<file path="src/rtl/core/co2ci_pkg.sv">
// ----------------------------------------------------------------------------
// co2ci_pkg - shared definitions for the CO2 confinement index core
// Widths, register map, reset values, calendar and threshold tables.
// ----------------------------------------------------------------------------
package co2ci_pkg;

    localparam int WINDOW_COUNT_BITS = 24;
    localparam int N_BITS     = WINDOW_COUNT_BITS + 2;  // good + fair + poor
    localparam int S_BITS     = WINDOW_COUNT_BITS + 3;  // n + fair + 3*poor
    localparam int LEVEL_BITS = 18;                     // Q2.16 thresholds
    localparam int CMP_BITS   = N_BITS + LEVEL_BITS;
    localparam int LEVELS     = 5;
    localparam int ADDR_BITS  = 4;

    localparam logic [WINDOW_COUNT_BITS-1:0] COUNT_MAX = '1;

    localparam logic [15:0] WINDOW_LENGTH_RESET = 16'd600;
    localparam logic [15:0] GOOD_LIMIT_RESET    = 16'd1000;
    localparam logic [15:0] POOR_LIMIT_RESET    = 16'd1700;

    localparam logic [1:0] REG_WINDOW_LENGTH = 2'd0;
    localparam logic [1:0] REG_GOOD_LIMIT    = 2'd1;
    localparam logic [1:0] REG_POOR_LIMIT    = 2'd2;

    localparam logic [2:0] WD_SUNDAY   = 3'd0;
    localparam logic [2:0] WD_SATURDAY = 3'd6;

    // 2^(0.2 + 0.4k), k = 0..4, rounded to nearest in Q2.16
    localparam logic [LEVEL_BITS-1:0] LEVEL_Q16 [LEVELS] = '{
        18'd75281, 18'd99334, 18'd131072, 18'd172951, 18'd228210
    };

    typedef struct packed {
        logic [15:0] window_length;
        logic [15:0] good_limit_ppm;
        logic [15:0] poor_limit_ppm;
    } cfg_t;

    typedef struct packed {
        logic                         updated;
        logic [WINDOW_COUNT_BITS-1:0] good;
        logic [WINDOW_COUNT_BITS-1:0] fair;
        logic [WINDOW_COUNT_BITS-1:0] poor;
    } win_snap_t;

    // Sakamoto month offsets, month already clamped to 1..12
    function automatic logic [2:0] month_offset(input logic [3:0] m);
        logic [2:0] off;
        case (m)
            4'd1:    off = 3'd0;
            4'd2:    off = 3'd3;
            4'd3:    off = 3'd2;
            4'd4:    off = 3'd5;
            4'd5:    off = 3'd0;
            4'd6:    off = 3'd3;
            4'd7:    off = 3'd5;
            4'd8:    off = 3'd1;
            4'd9:    off = 3'd4;
            4'd10:   off = 3'd6;
            4'd11:   off = 3'd2;
            4'd12:   off = 3'd4;
            default: off = 3'd0;
        endcase
        return off;
    endfunction

endpackage

</file>
<file path="src/rtl/core/co2ci_weekday.sv">
// ----------------------------------------------------------------------------
// co2ci_weekday - weekend detector
// Sakamoto day-of-week from the calendar date, flags Saturday and Sunday.
// ----------------------------------------------------------------------------
module co2ci_weekday (
    input  logic [4:0]  day_of_month,
    input  logic [3:0]  month_number,
    input  logic [11:0] year_number,
    output logic        weekend
);

    logic [3:0]  month_c;
    logic [11:0] year_adj;
    logic [24:0] year_mul;
    logic [5:0]  cent;
    logic [3:0]  quad_cent;
    logic [12:0] day_sum;
    logic [26:0] sum_mul;
    logic [10:0] quot7;
    logic [12:0] rem_full;
    logic [2:0]  wday;

    always_comb begin
        if (month_number == 4'd0) begin
            month_c = 4'd1;
        end else if (month_number > 4'd12) begin
            month_c = 4'd12;
        end else begin
            month_c = month_number;
        end

        // Jan and Feb count against the year before; year zero wraps to zero
        if (month_c < 4'd3) begin
            year_adj = (year_number == 12'd0) ? 12'd0 : year_number - 12'd1;
        end else begin
            year_adj = year_number;
        end

        // y/100 by reciprocal, exact for 12-bit years
        year_mul  = 25'(year_adj) * 25'(13'd5243);
        cent      = year_mul[24:19];
        quad_cent = cent[5:2];

        day_sum = 13'(year_adj) + 13'(year_adj[11:2]) - 13'(cent) + 13'(quad_cent)
                + 13'(co2ci_pkg::month_offset(month_c)) + 13'(day_of_month);

        // mod 7 by reciprocal, exact over the range of day_sum
        sum_mul  = 27'(day_sum) * 27'(14'd9363);
        quot7    = sum_mul[26:16];
        rem_full = day_sum - 13'(quot7) * 13'd7;
        wday     = rem_full[2:0];

        weekend = (wday == co2ci_pkg::WD_SUNDAY) || (wday == co2ci_pkg::WD_SATURDAY);
    end

endmodule

</file>
<file path="src/rtl/core/co2ci_window.sv">
// ----------------------------------------------------------------------------
// co2ci_window - window accumulator and classifier
// Sums weekday samples, classes each closed window and bumps its counter.
// ----------------------------------------------------------------------------
module co2ci_window (
    input  logic                  aclk,
    input  logic                  aresetn,
    input  logic                  sample_en,
    input  logic [15:0]           co2_ppm,
    input  co2ci_pkg::cfg_t       cfg,
    output co2ci_pkg::win_snap_t  snap
);

    logic [31:0] sample_sum_reg, sample_sum_next;
    logic [15:0] sample_count_reg, sample_count_next;
    logic [co2ci_pkg::WINDOW_COUNT_BITS-1:0] good_reg, fair_reg, poor_reg;

    logic [15:0] len;
    logic [15:0] count_inc;
    logic [31:0] sum_inc;
    logic [31:0] good_bound;
    logic [31:0] poor_bound;
    logic        close;

    always_comb begin
        len       = (cfg.window_length == 16'd0) ? 16'd1 : cfg.window_length;
        count_inc = sample_count_reg + 16'd1;
        sum_inc   = sample_sum_reg + 32'(co2_ppm);
        close     = (count_inc >= len);

        // average compared through count * limit, no division
        good_bound = 32'(count_inc) * 32'(cfg.good_limit_ppm);
        poor_bound = 32'(count_inc) * 32'(cfg.poor_limit_ppm);

        snap.updated = sample_en && close;
        snap.good    = good_reg;
        snap.fair    = fair_reg;
        snap.poor    = poor_reg;
        if (sum_inc <= good_bound) begin
            snap.good = (good_reg == co2ci_pkg::COUNT_MAX) ? good_reg : good_reg + 1'b1;
        end else if (sum_inc < poor_bound) begin
            snap.fair = (fair_reg == co2ci_pkg::COUNT_MAX) ? fair_reg : fair_reg + 1'b1;
        end else begin
            snap.poor = (poor_reg == co2ci_pkg::COUNT_MAX) ? poor_reg : poor_reg + 1'b1;
        end

        sample_count_next = close ? 16'd0 : count_inc;
        sample_sum_next   = close ? 32'd0 : sum_inc;
    end

    always_ff @(posedge aclk) begin
        if (!aresetn) begin
            sample_sum_reg   <= '0;
            sample_count_reg <= '0;
            good_reg         <= '0;
            fair_reg         <= '0;
            poor_reg         <= '0;
        end else if (sample_en) begin
            sample_sum_reg   <= sample_sum_next;
            sample_count_reg <= sample_count_next;
            if (close) begin
                good_reg <= snap.good;
                fair_reg <= snap.fair;
                poor_reg <= snap.poor;
            end
        end
    end

endmodule

</file>
<file path="src/rtl/core/co2ci_index.sv">
// ----------------------------------------------------------------------------
// co2ci_index - confinement level compare
// Counts the thresholds N * 2^(0.2+0.4k) that S reaches, giving 0..5.
// ----------------------------------------------------------------------------
module co2ci_index (
    input  logic [co2ci_pkg::N_BITS-1:0] n_total,
    input  logic [co2ci_pkg::S_BITS-1:0] s_weighted,
    output logic [2:0]                   index
);

    logic [co2ci_pkg::CMP_BITS-1:0] lhs;
    logic [co2ci_pkg::CMP_BITS-1:0] rhs [co2ci_pkg::LEVELS];
    logic [2:0]                     hits;

    always_comb begin
        lhs  = co2ci_pkg::CMP_BITS'({s_weighted, 16'd0});
        hits = 3'd0;
        for (int k = 0; k < co2ci_pkg::LEVELS; k++) begin
            rhs[k] = co2ci_pkg::CMP_BITS'(n_total)
                   * co2ci_pkg::CMP_BITS'(co2ci_pkg::LEVEL_Q16[k]);
            hits   = hits + 3'(lhs >= rhs[k]);
        end
        // no windows yet: index stays at the best level
        index = (n_total == '0) ? 3'd0 : hits;
    end

endmodule

</file>
<file path="src/rtl/core/co2_confinement_index_core.sv">
// ----------------------------------------------------------------------------
// co2_confinement_index_core - CO2 confinement index top level
// Throughput: one word per cycle while m_tready does not stall the result
// stream; the window counters are updated as each weekday sample moves on,
// so back-to-back samples follow each other with no gap.
// Reset: synchronous active-low aresetn clears the pipeline, accumulators,
// window counters and index, and loads the register reset values.
// ----------------------------------------------------------------------------
module co2_confinement_index_core (
    input  logic                            aclk,
    input  logic                            aresetn,
    // s_tdata: co2_ppm[15:0], day_of_month[20:16], month_number[24:21],
    //          year_number[36:25], zero pad[39:37]
    input  logic                            s_tvalid,
    output logic                            s_tready,
    input  logic [39:0]                     s_tdata,
    // m_tdata: confinement_index[2:0], index_updated[3], weekend_skipped[4],
    //          zero pad[7:5]
    output logic                            m_tvalid,
    input  logic                            m_tready,
    output logic [7:0]                      m_tdata,
    input  logic                            psel,
    input  logic                            penable,
    input  logic                            pwrite,
    input  logic [co2ci_pkg::ADDR_BITS-1:0] paddr,
    input  logic [31:0]                     pwdata,
    output logic [31:0]                     prdata,
    output logic                            pready
);

    co2ci_pkg::cfg_t cfg_reg;

    // stage 0: input word
    logic        v0_reg;
    logic [39:0] in_reg;
    // stage 1: sample and weekend flag
    logic        v1_reg;
    logic [15:0] co2_reg;
    logic        wkend_reg;
    // stage 2: counter snapshot
    logic                 v2_reg;
    logic                 skip2_reg;
    co2ci_pkg::win_snap_t snap_reg;
    // stage 3: weighted sums
    logic                         v3_reg;
    logic                         skip3_reg;
    logic                         upd3_reg;
    logic [co2ci_pkg::N_BITS-1:0] n_reg;
    logic [co2ci_pkg::S_BITS-1:0] s_reg;
    // output stage
    logic       out_v_reg;
    logic [7:0] out_reg;
    logic [2:0] index_reg;

    logic rdy4, rdy3, rdy2, rdy1;
    logic weekend;
    logic sample_en;
    logic [2:0] index_new;
    logic [2:0] index_out;
    logic [co2ci_pkg::N_BITS-1:0] n_next;
    logic [co2ci_pkg::S_BITS-1:0] s_next;
    co2ci_pkg::win_snap_t snap;

    // each stage takes a word when empty or when it is moving on
    assign rdy4     = !out_v_reg || m_tready;
    assign rdy3     = !v3_reg || rdy4;
    assign rdy2     = !v2_reg || rdy3;
    assign rdy1     = !v1_reg || rdy2;
    assign s_tready = !v0_reg || rdy1;

    assign m_tvalid = out_v_reg;
    assign m_tdata  = out_reg;
    assign pready   = 1'b1;

    // configuration port
    always_ff @(posedge aclk) begin
        if (!aresetn) begin
            cfg_reg.window_length  <= co2ci_pkg::WINDOW_LENGTH_RESET;
            cfg_reg.good_limit_ppm <= co2ci_pkg::GOOD_LIMIT_RESET;
            cfg_reg.poor_limit_ppm <= co2ci_pkg::POOR_LIMIT_RESET;
        end else if (psel && penable && pwrite) begin
            case (paddr[3:2])
                co2ci_pkg::REG_WINDOW_LENGTH: cfg_reg.window_length  <= pwdata[15:0];
                co2ci_pkg::REG_GOOD_LIMIT:    cfg_reg.good_limit_ppm <= pwdata[15:0];
                co2ci_pkg::REG_POOR_LIMIT:    cfg_reg.poor_limit_ppm <= pwdata[15:0];
                default: ;
            endcase
        end
    end

    always_comb begin
        case (paddr[3:2])
            co2ci_pkg::REG_WINDOW_LENGTH: prdata = 32'(cfg_reg.window_length);
            co2ci_pkg::REG_GOOD_LIMIT:    prdata = 32'(cfg_reg.good_limit_ppm);
            co2ci_pkg::REG_POOR_LIMIT:    prdata = 32'(cfg_reg.poor_limit_ppm);
            default:                      prdata = 32'd0;
        endcase
    end

    co2ci_weekday u_weekday (
        .day_of_month (in_reg[20:16]),
        .month_number (in_reg[24:21]),
        .year_number  (in_reg[36:25]),
        .weekend      (weekend)
    );

    // accumulator state moves exactly once per weekday word
    assign sample_en = v1_reg && rdy2 && !wkend_reg;

    co2ci_window u_window (
        .aclk      (aclk),
        .aresetn   (aresetn),
        .sample_en (sample_en),
        .co2_ppm   (co2_reg),
        .cfg       (cfg_reg),
        .snap      (snap)
    );

    assign n_next = co2ci_pkg::N_BITS'(snap_reg.good) + co2ci_pkg::N_BITS'(snap_reg.fair)
                  + co2ci_pkg::N_BITS'(snap_reg.poor);
    assign s_next = co2ci_pkg::S_BITS'(n_next) + co2ci_pkg::S_BITS'(snap_reg.fair)
                  + co2ci_pkg::S_BITS'(snap_reg.poor) * co2ci_pkg::S_BITS'(2'd3);

    co2ci_index u_index (
        .n_total    (n_reg),
        .s_weighted (s_reg),
        .index      (index_new)
    );

    assign index_out = upd3_reg ? index_new : index_reg;

    always_ff @(posedge aclk) begin
        if (!aresetn) begin
            v0_reg    <= 1'b0;
            v1_reg    <= 1'b0;
            v2_reg    <= 1'b0;
            v3_reg    <= 1'b0;
            out_v_reg <= 1'b0;
            index_reg <= 3'd0;
        end else begin
            if (s_tready) begin
                v0_reg <= s_tvalid;
            end
            if (rdy1) begin
                v1_reg <= v0_reg;
            end
            if (rdy2) begin
                v2_reg <= v1_reg;
            end
            if (rdy3) begin
                v3_reg <= v2_reg;
            end
            if (rdy4) begin
                out_v_reg <= v3_reg;
                if (v3_reg && upd3_reg) begin
                    index_reg <= index_new;
                end
            end
        end
    end

    // payload registers
    always_ff @(posedge aclk) begin
        if (s_tready && s_tvalid) begin
            in_reg <= s_tdata;
        end
        if (rdy1 && v0_reg) begin
            co2_reg   <= in_reg[15:0];
            wkend_reg <= weekend;
        end
        if (rdy2 && v1_reg) begin
            skip2_reg <= wkend_reg;
            snap_reg  <= snap;
        end
        if (rdy3 && v2_reg) begin
            skip3_reg <= skip2_reg;
            upd3_reg  <= snap_reg.updated;
            n_reg     <= n_next;
            s_reg     <= s_next;
        end
        if (rdy4 && v3_reg) begin
            out_reg <= {3'd0, skip3_reg, upd3_reg, index_out};
        end
    end

endmodule

</file>
<file path="config.mk">
export PLATFORM = sky130hd
export DESIGN_NAME = co2_confinement_index_core
export DESIGN_NICKNAME = d
export VERILOG_FILES = /design/src/rtl/core/co2ci_pkg.sv /design/src/rtl/core/co2ci_weekday.sv /design/src/rtl/core/co2ci_window.sv /design/src/rtl/core/co2ci_index.sv /design/src/rtl/core/co2_confinement_index_core.sv
export SDC_FILE = /design/constraint.sdc
export NUM_CORES = 2
export LEC_CHECK = 0
export BUFFER_PORTS_ARGS = -buffer_cell sky130_fd_sc_hd__buf_2
export CAP_MARGIN = 20
export CORE_MARGIN = 10
export CORE_UTILIZATION = 67
export DETAILED_ROUTE_END_ITERATION = 8
export PLACE_DENSITY = 0.89
export SYNTH_ARGS = -nofsm -noshare
export SYNTH_HDL_FRONTEND = slang
export SYNTH_HIERARCHICAL = 1
export SYNTH_SLANG_ARGS = --single-unit
</file>
<file path="constraint.sdc">
create_clock -name aclk -period 15.8 [get_ports aclk]
set_input_delay 3.16 -clock aclk [delete_from_list [all_inputs] [get_ports aclk]]
set_output_delay 3.16 -clock aclk [all_outputs]
set_load 0.03 [all_outputs]
</file>
### After elaboration in Yosys (flattened, before gate mapping)

Memory sizes are Yosys's and may differ from the RTL's.
Cells that the tools add are included.

* mux-type cells: 17
* multiply operators: 10
* $lt $le $gt $ge: 10
* reduce and logical (&&, ||, !) cells: 33
* eq/ne operators: 6
* $add $sub $neg: 20

Operator list (number)
* 24-bit two-way mux: 6
* 43-bit >= comparator: 3
* 43-bit by 44-bit >= comparator with 1-bit output: 2
* 26-bit by 17-bit multiplier with 43-bit output, second input constant: 2
* 24-bit by 1-bit adder with 24-bit output, second input constant: 3
* 24-bit == test, second input constant: 3
* 16-bit by 16-bit multiplier with 32-bit output: 2
* 48-bit two-way mux: 1
* 16-bit one-hot mux with 3 select lines: 1
* 26-bit by 18-bit multiplier with 44-bit output, second input constant: 1
* 26-bit by 16-bit multiplier with 42-bit output, second input constant: 1
* 32-bit by 16-bit adder with 32-bit output: 1
* 32-bit <= comparator: 1
* 32-bit less-than comparator: 1
* 16-bit two-way mux: 2
* 32-bit two-way mux: 1
* 26-bit by 24-bit adder with 27-bit output: 1
* 27-bit by 26-bit adder with 27-bit output: 1
* 13-bit by 14-bit multiplier with 27-bit output, second input constant: 1
* 25-bit by 24-bit adder with 26-bit output: 1
* 26-bit zero test: 1
* 24-bit by 2-bit multiplier with 26-bit output, second input constant: 1
* 24-bit by 24-bit adder with 25-bit output: 1
* 12-bit by 13-bit multiplier with 25-bit output, second input constant: 1
* 29 further kinds: 57

* ROM bits: 48
* output and inout port bits: 43
* logic and storage cells: 124
* bits in registers: 364
* memories: 1
* input port bits: 83

Memory list
* (no name shown): words 16, width 3, read ports 1, clocked after Yosys merged registers in 0, wr ports 0, line co2ci_pkg.sv:49 `case (m)`

### Longest topological paths before layout

* depth after elaboration: 15
* gate-level depth with buffers: 67
* mapped depth without buffers: 66

### Modules after synthesis

The synthesis kept the hierarchy.

By module, submodules not included
* co2ci_index: area each 29025.3 sq um, instances 1, cells an instance 3088
* co2ci_window: area each 26307.7 sq um, instances 1, cells an instance 3144
* co2_confinement_index_core: area each 12195.4 sq um, instances 1, cells an instance 949
* co2ci_weekday: area each 6052.1 sq um, instances 1, cells an instance 666

### Worst setup path before layout

No wires, ideal clock.

* path kind: reg2reg
* start point: register in_reg[23]
* end point: register wkend_reg, data pin
* slack: 1.248 ns
* required time: 15.544 ns
* data arrival time: 14.297 ns
* stages on the path, launching flop included: 65
* buffers on the path: 1
* library setup time: 0.256 ns
* path through: edfxtp_1 -> clkbuf_2 -> nand2_1 -> and2_1 -> ha_1 -> nor3_4 -> nand3_2 -> nor3b_2 -> nand2_1 -> xor2_1 -> or2_2 -> inv_1 -> fa_1 -> xor2_1 -> ha_1 -> inv_1 -> fa_1 -> inv_1 -> [... 29 more ...] -> fa_1 -> fa_1 -> fa_1 -> inv_1 -> ha_1 -> nand2_1 -> nor2_1 -> a2111oi_0 -> o21ai_2 -> xor2_1 -> xor2_1 -> fa_1 -> xor2_1 -> xnor2_1 -> xnor2_1 -> xnor2_1 -> xnor2_1 -> nor2_1

* longest elaborated chain between the ends: 15

Ends and longest elaborated chain
* start: declaration: line co2_confinement_index_core.sv:35 `logic [39:0] in_reg;`
* start signal: assignment: line co2_confinement_index_core.sv:165 `in_reg <= s_tdata;`
* 4-bit > comparator: line co2ci_weekday.sv:26 `end else if (month_number > 4'd12) begin`
* 4-bit two-way mux: line co2ci_weekday.sv:26
* 4-bit two-way mux (*): line co2ci_weekday.sv:24 `if (month_number == 4'd0) begin`
* 4-bit by 2-bit less-than comparator with 1-bit output: line co2ci_weekday.sv:33 `if (month_c < 4'd3) begin`
* 12-bit two-way mux: line co2ci_weekday.sv:33
* 12-bit by 13-bit multiplier with 25-bit output or 12-bit by 10-bit adder with 13-bit output (tied branches): line co2ci_weekday.sv:40, co2ci_weekday.sv:44
* 13-bit by 6-bit subtractor with 13-bit output: line co2ci_weekday.sv:44 `day_sum = 13'(year_adj) + 13'(year_adj[11:2]) - 13'(cent) + 13'(quad_cent)`
* 13-bit by 4-bit adder with 13-bit output: line co2ci_weekday.sv:44
* 13-bit by 3-bit adder with 13-bit output (*): line co2ci_weekday.sv:45 `+ 13'(co2ci_pkg::month_offset(month_c)) + 13'(day_of_month);`
* 13-bit by 5-bit adder with 13-bit output (*): line co2ci_weekday.sv:45
* 13-bit by 14-bit multiplier with 27-bit output: line co2ci_weekday.sv:48 `sum_mul = 27'(day_sum) * 27'(14'd9363);`
* 11-bit by 3-bit multiplier with 3-bit output: line co2ci_weekday.sv:50 `rem_full = day_sum - 13'(quot7) * 13'd7;`
* 3-bit subtractor (*): line co2ci_weekday.sv:50
* 3-bit == test or 3-bit zero test (tied branches): line co2ci_weekday.sv:53 `weekend = (wday == co2ci_pkg::WD_SUNDAY) || (wday == co2ci_pkg::WD_SATURDAY);`
* 1-bit logical OR (*): line co2ci_weekday.sv:53
* via weekend: line co2_confinement_index_core.sv:56 `logic weekend;`
* end signal: assignment: line co2_confinement_index_core.sv:169 `wkend_reg <= weekend;`
* end: declaration: line co2_confinement_index_core.sv:39 `logic wkend_reg;`

Mark *: on every way through the listed nets, which the timed path passes. The rest lies on a longest branch.
A chain may end at the register's enable or synchronous reset.

### Worst setup path after layout

Ends and elaborated chain as after synthesis.

==> impl_metrics.env <==
export IMPL_die_x_microns=351
export IMPL_cts_hold_buf=0
export IMPL_grtUsageTotal=0.327
export IMPL_setup_violations_final=0
export IMPL_fp_dieH_microns=351
export IMPL_fillers=7882
export IMPL_drt_pass1_iter_count=6
export IMPL_max_slew_margin=0.187
export IMPL_grt_max_degree=77
export IMPL_portBuffers=84
export IMPL_htree_levels=2
export IMPL_drc=0
export IMPL_pre_cts_ws_ns=0.158
export IMPL_tightest_slew_ns=1.20
export IMPL_min_period_ns=15.07
export IMPL_hold_viol=0
export IMPL_synth_area_sq_um=73600
export IMPL_synthesis_instances=7847
export IMPL_via_count=57200
export IMPL_drt_iter0_drc=4457
export IMPL_grt_remaining_overflow=0
export IMPL_final_max_slew_viol_count=0
export IMPL_largest_register_ffs=73
export IMPL_die_area_sq_um=123000
export IMPL_cts_root_buf="clkbuf_16"
export IMPL_critPathMaxFanout=6
export IMPL_timing_final_crit_share=0.954
export IMPL_cts_tree="done"
export IMPL_start_kind="register"
export IMPL_num_rows=121
export IMPL_path_clk_slew_ns=0.06
export IMPL_finClkSkew_ns=0.0534
export IMPL_syn_to_final_growth_pct=4.90
export IMPL_outcome="completed"
export IMPL_synthFlopType="edfxtp_1"
export IMPL_async_flop_share=0
export IMPL_vias_per_cell=6.13
export IMPL_clock_sinks=364
export IMPL_max_freq_ghz=0.0664
export IMPL_ios=126
export IMPL_crit_path_end_kind="register"
export IMPL_clock_latency_ns=0.63
export IMPL_synth_edff_count=188
export IMPL_nets=10300
export IMPL_synth_seq_cells=364
export IMPL_yosysUniqueCellTypes=103
export IMPL_ys_warnings_count=6
export IMPL_layout_drive_gt1_share=0.0452
export IMPL_gp_congestion=1.03
export IMPL_r2r_setup_slack_ns=0.73
export IMPL_critPathKind="reg2reg"
export IMPL_grt_pass1_vias=60600
export IMPL_r2r_start="in_reg[23]$_DFFE_PP_"
export IMPL_wl_per_cell_microns=21.5
export IMPL_max_stage_delay_ns=0.55
export IMPL_synth_avg_cell_area_sq_um=9.38
export IMPL_hp_class="reg2reg"
export IMPL_core_area_sq_um=109000
export IMPL_grt_pass1_wl_microns=318000
export IMPL_cts_made_buffers=39
export IMPL_max_cap_viol_count=0
export IMPL_start_util=0.675
export IMPL_dp_hpwl_microns=161000
export IMPL_final_cell_mix="1464 x inv_1, 1281 x ha_1, 1052 x fa_1"
export IMPL_ys_seq_area_frac=0.125
export IMPL_r2r_end="wkend_reg$_DFFE_PP_"
export IMPL_crit_path_end="wkend_reg$_DFFE_PP_"
export IMPL_clk_path_buf_depth=3
export IMPL_slowest_stage="fa_1"
export IMPL_drtAntennaViolNets=0
export IMPL_antenna_found_initial=4
export IMPL_layout_setup_ws_ns=0.735
export IMPL_final_common_cell="inv_1"
export IMPL_crit_arrival_ns=15.40
export IMPL_required_ns=16.14
export IMPL_reg2regPathDepth=63
export IMPL_crit_start="in_reg[23]$_DFFE_PP_"
export IMPL_totalWireLength_microns=201000
[timing repair]
item,CTS,global route
setup endpoints to repair,0,1
gates resized for setup,0,21
buffers inserted,0,10
[worst max-delay path, delay by kind of cell (launching register included)]
family	cells	cell delay, ns
compound gates	11	2.19
xor+xnor	9	1.51
fa+ha+maj	19	7.70
buf+inv	12	0.83
flops	1	0.35
mux	1	0.28
simple gates	11	1.89
[cells by family after synthesis]
kind of cell	Yosys count	share of synthesized area
other	2	0.000102
AO/OA/AOI/OAI	1183	0.104
XOR/XNOR	402	0.0479
flip-flops	364	0.125
AND/OR/NAND/NOR	1845	0.126
multiplexers	50	0.00694
adder cells (fa/ha/maj)	2335	0.505
buffers and inverters	1666	0.0865
[synthesized netlist by cell type (all sizes together) (144+ instances only)]
cell | instances | share of area
a21o | 178 | 0.018
nor2 | 223 | 0.011
clkbuf | 163 | 0.0083
inv | 1466 | 0.075
edfxtp | 188 | 0.077
xor2 | 144 | 0.017
nand2 | 693 | 0.035
nand3 | 145 | 0.0099
xnor2 | 258 | 0.031
fa | 1054 | 0.29
o21ai | 233 | 0.016
and2 | 216 | 0.018
dfxtp | 176 | 0.048
ha | 1281 | 0.22
a21oi | 375 | 0.026
[through the flow]
| stage | setup TNS (ns) | area, sq um | utilization | hold slack, ns | instances |
|---|---|---|---|---|---|
| floorplan | 0 | 73600 | - | 0.400 | 7865 |
| global placement | 0 | 75700 | 0.694 | 0.404 | 9234 |
| detailed placement | 0 | 75700 | 0.694 | 0.405 | 9234 |
| CTS | 0 | 77000 | 0.706 | 0.419 | 9306 |
| global route | -0.114 | 77200 | 0.708 | 0.424 | 9319 |
| finish | 0 | 77200 | 0.708 | 0.417 | 9320 |
[routing by layer]
metal	part of all wire	GRT usage	vias up
met1	0.36	0.380	28000
met4	0.077	0.208	2
met2	0.47	0.550	2527
met5	0.000035	0	-
li1	-	-	25800
met3	0.085	0.0679	797
[worst min path at each step]
stage,from,to,depth (start not counted)
after floorplan,in_reg[0]$_DFFE_PP_,co2_reg[0]$_DFFE_PP_,0
after global placement,in_reg[8]$_DFFE_PP_,co2_reg[8]$_DFFE_PP_,0
after detailed placement,in_reg[14]$_DFFE_PP_,co2_reg[14]$_DFFE_PP_,0
after CTS,in_reg[8]$_DFFE_PP_,co2_reg[8]$_DFFE_PP_,0
after global routing,snap_reg[72]$_DFFE_PP_,upd3_reg$_DFFE_PP_,0
final,in_reg[8]$_DFFE_PP_,co2_reg[8]$_DFFE_PP_,0
[layout make-up]
| class | count | area (sq um) | share of cell area |
|---|---|---|---|
| inverter | 1467 | 5510 | 0.0714 |
| tap | 1414 | 1770 | 0.0229 |
| antenna | 1 | 2.50 | 0.0000324 |
| clock buffer | 53 | 1070 | 0.0139 |
| sequential | 364 | 9170 | 0.119 |
| clock inverter | 19 | 223 | 0.00289 |
| multi-input combinational | 5835 | 58400 | 0.756 |
| timing repair buffer | 167 | 1060 | 0.0138 |
Power is left out: the tool's default activity adds up to more than one toggle a clock period on the data nets, which glitch-free logic cannot reach.
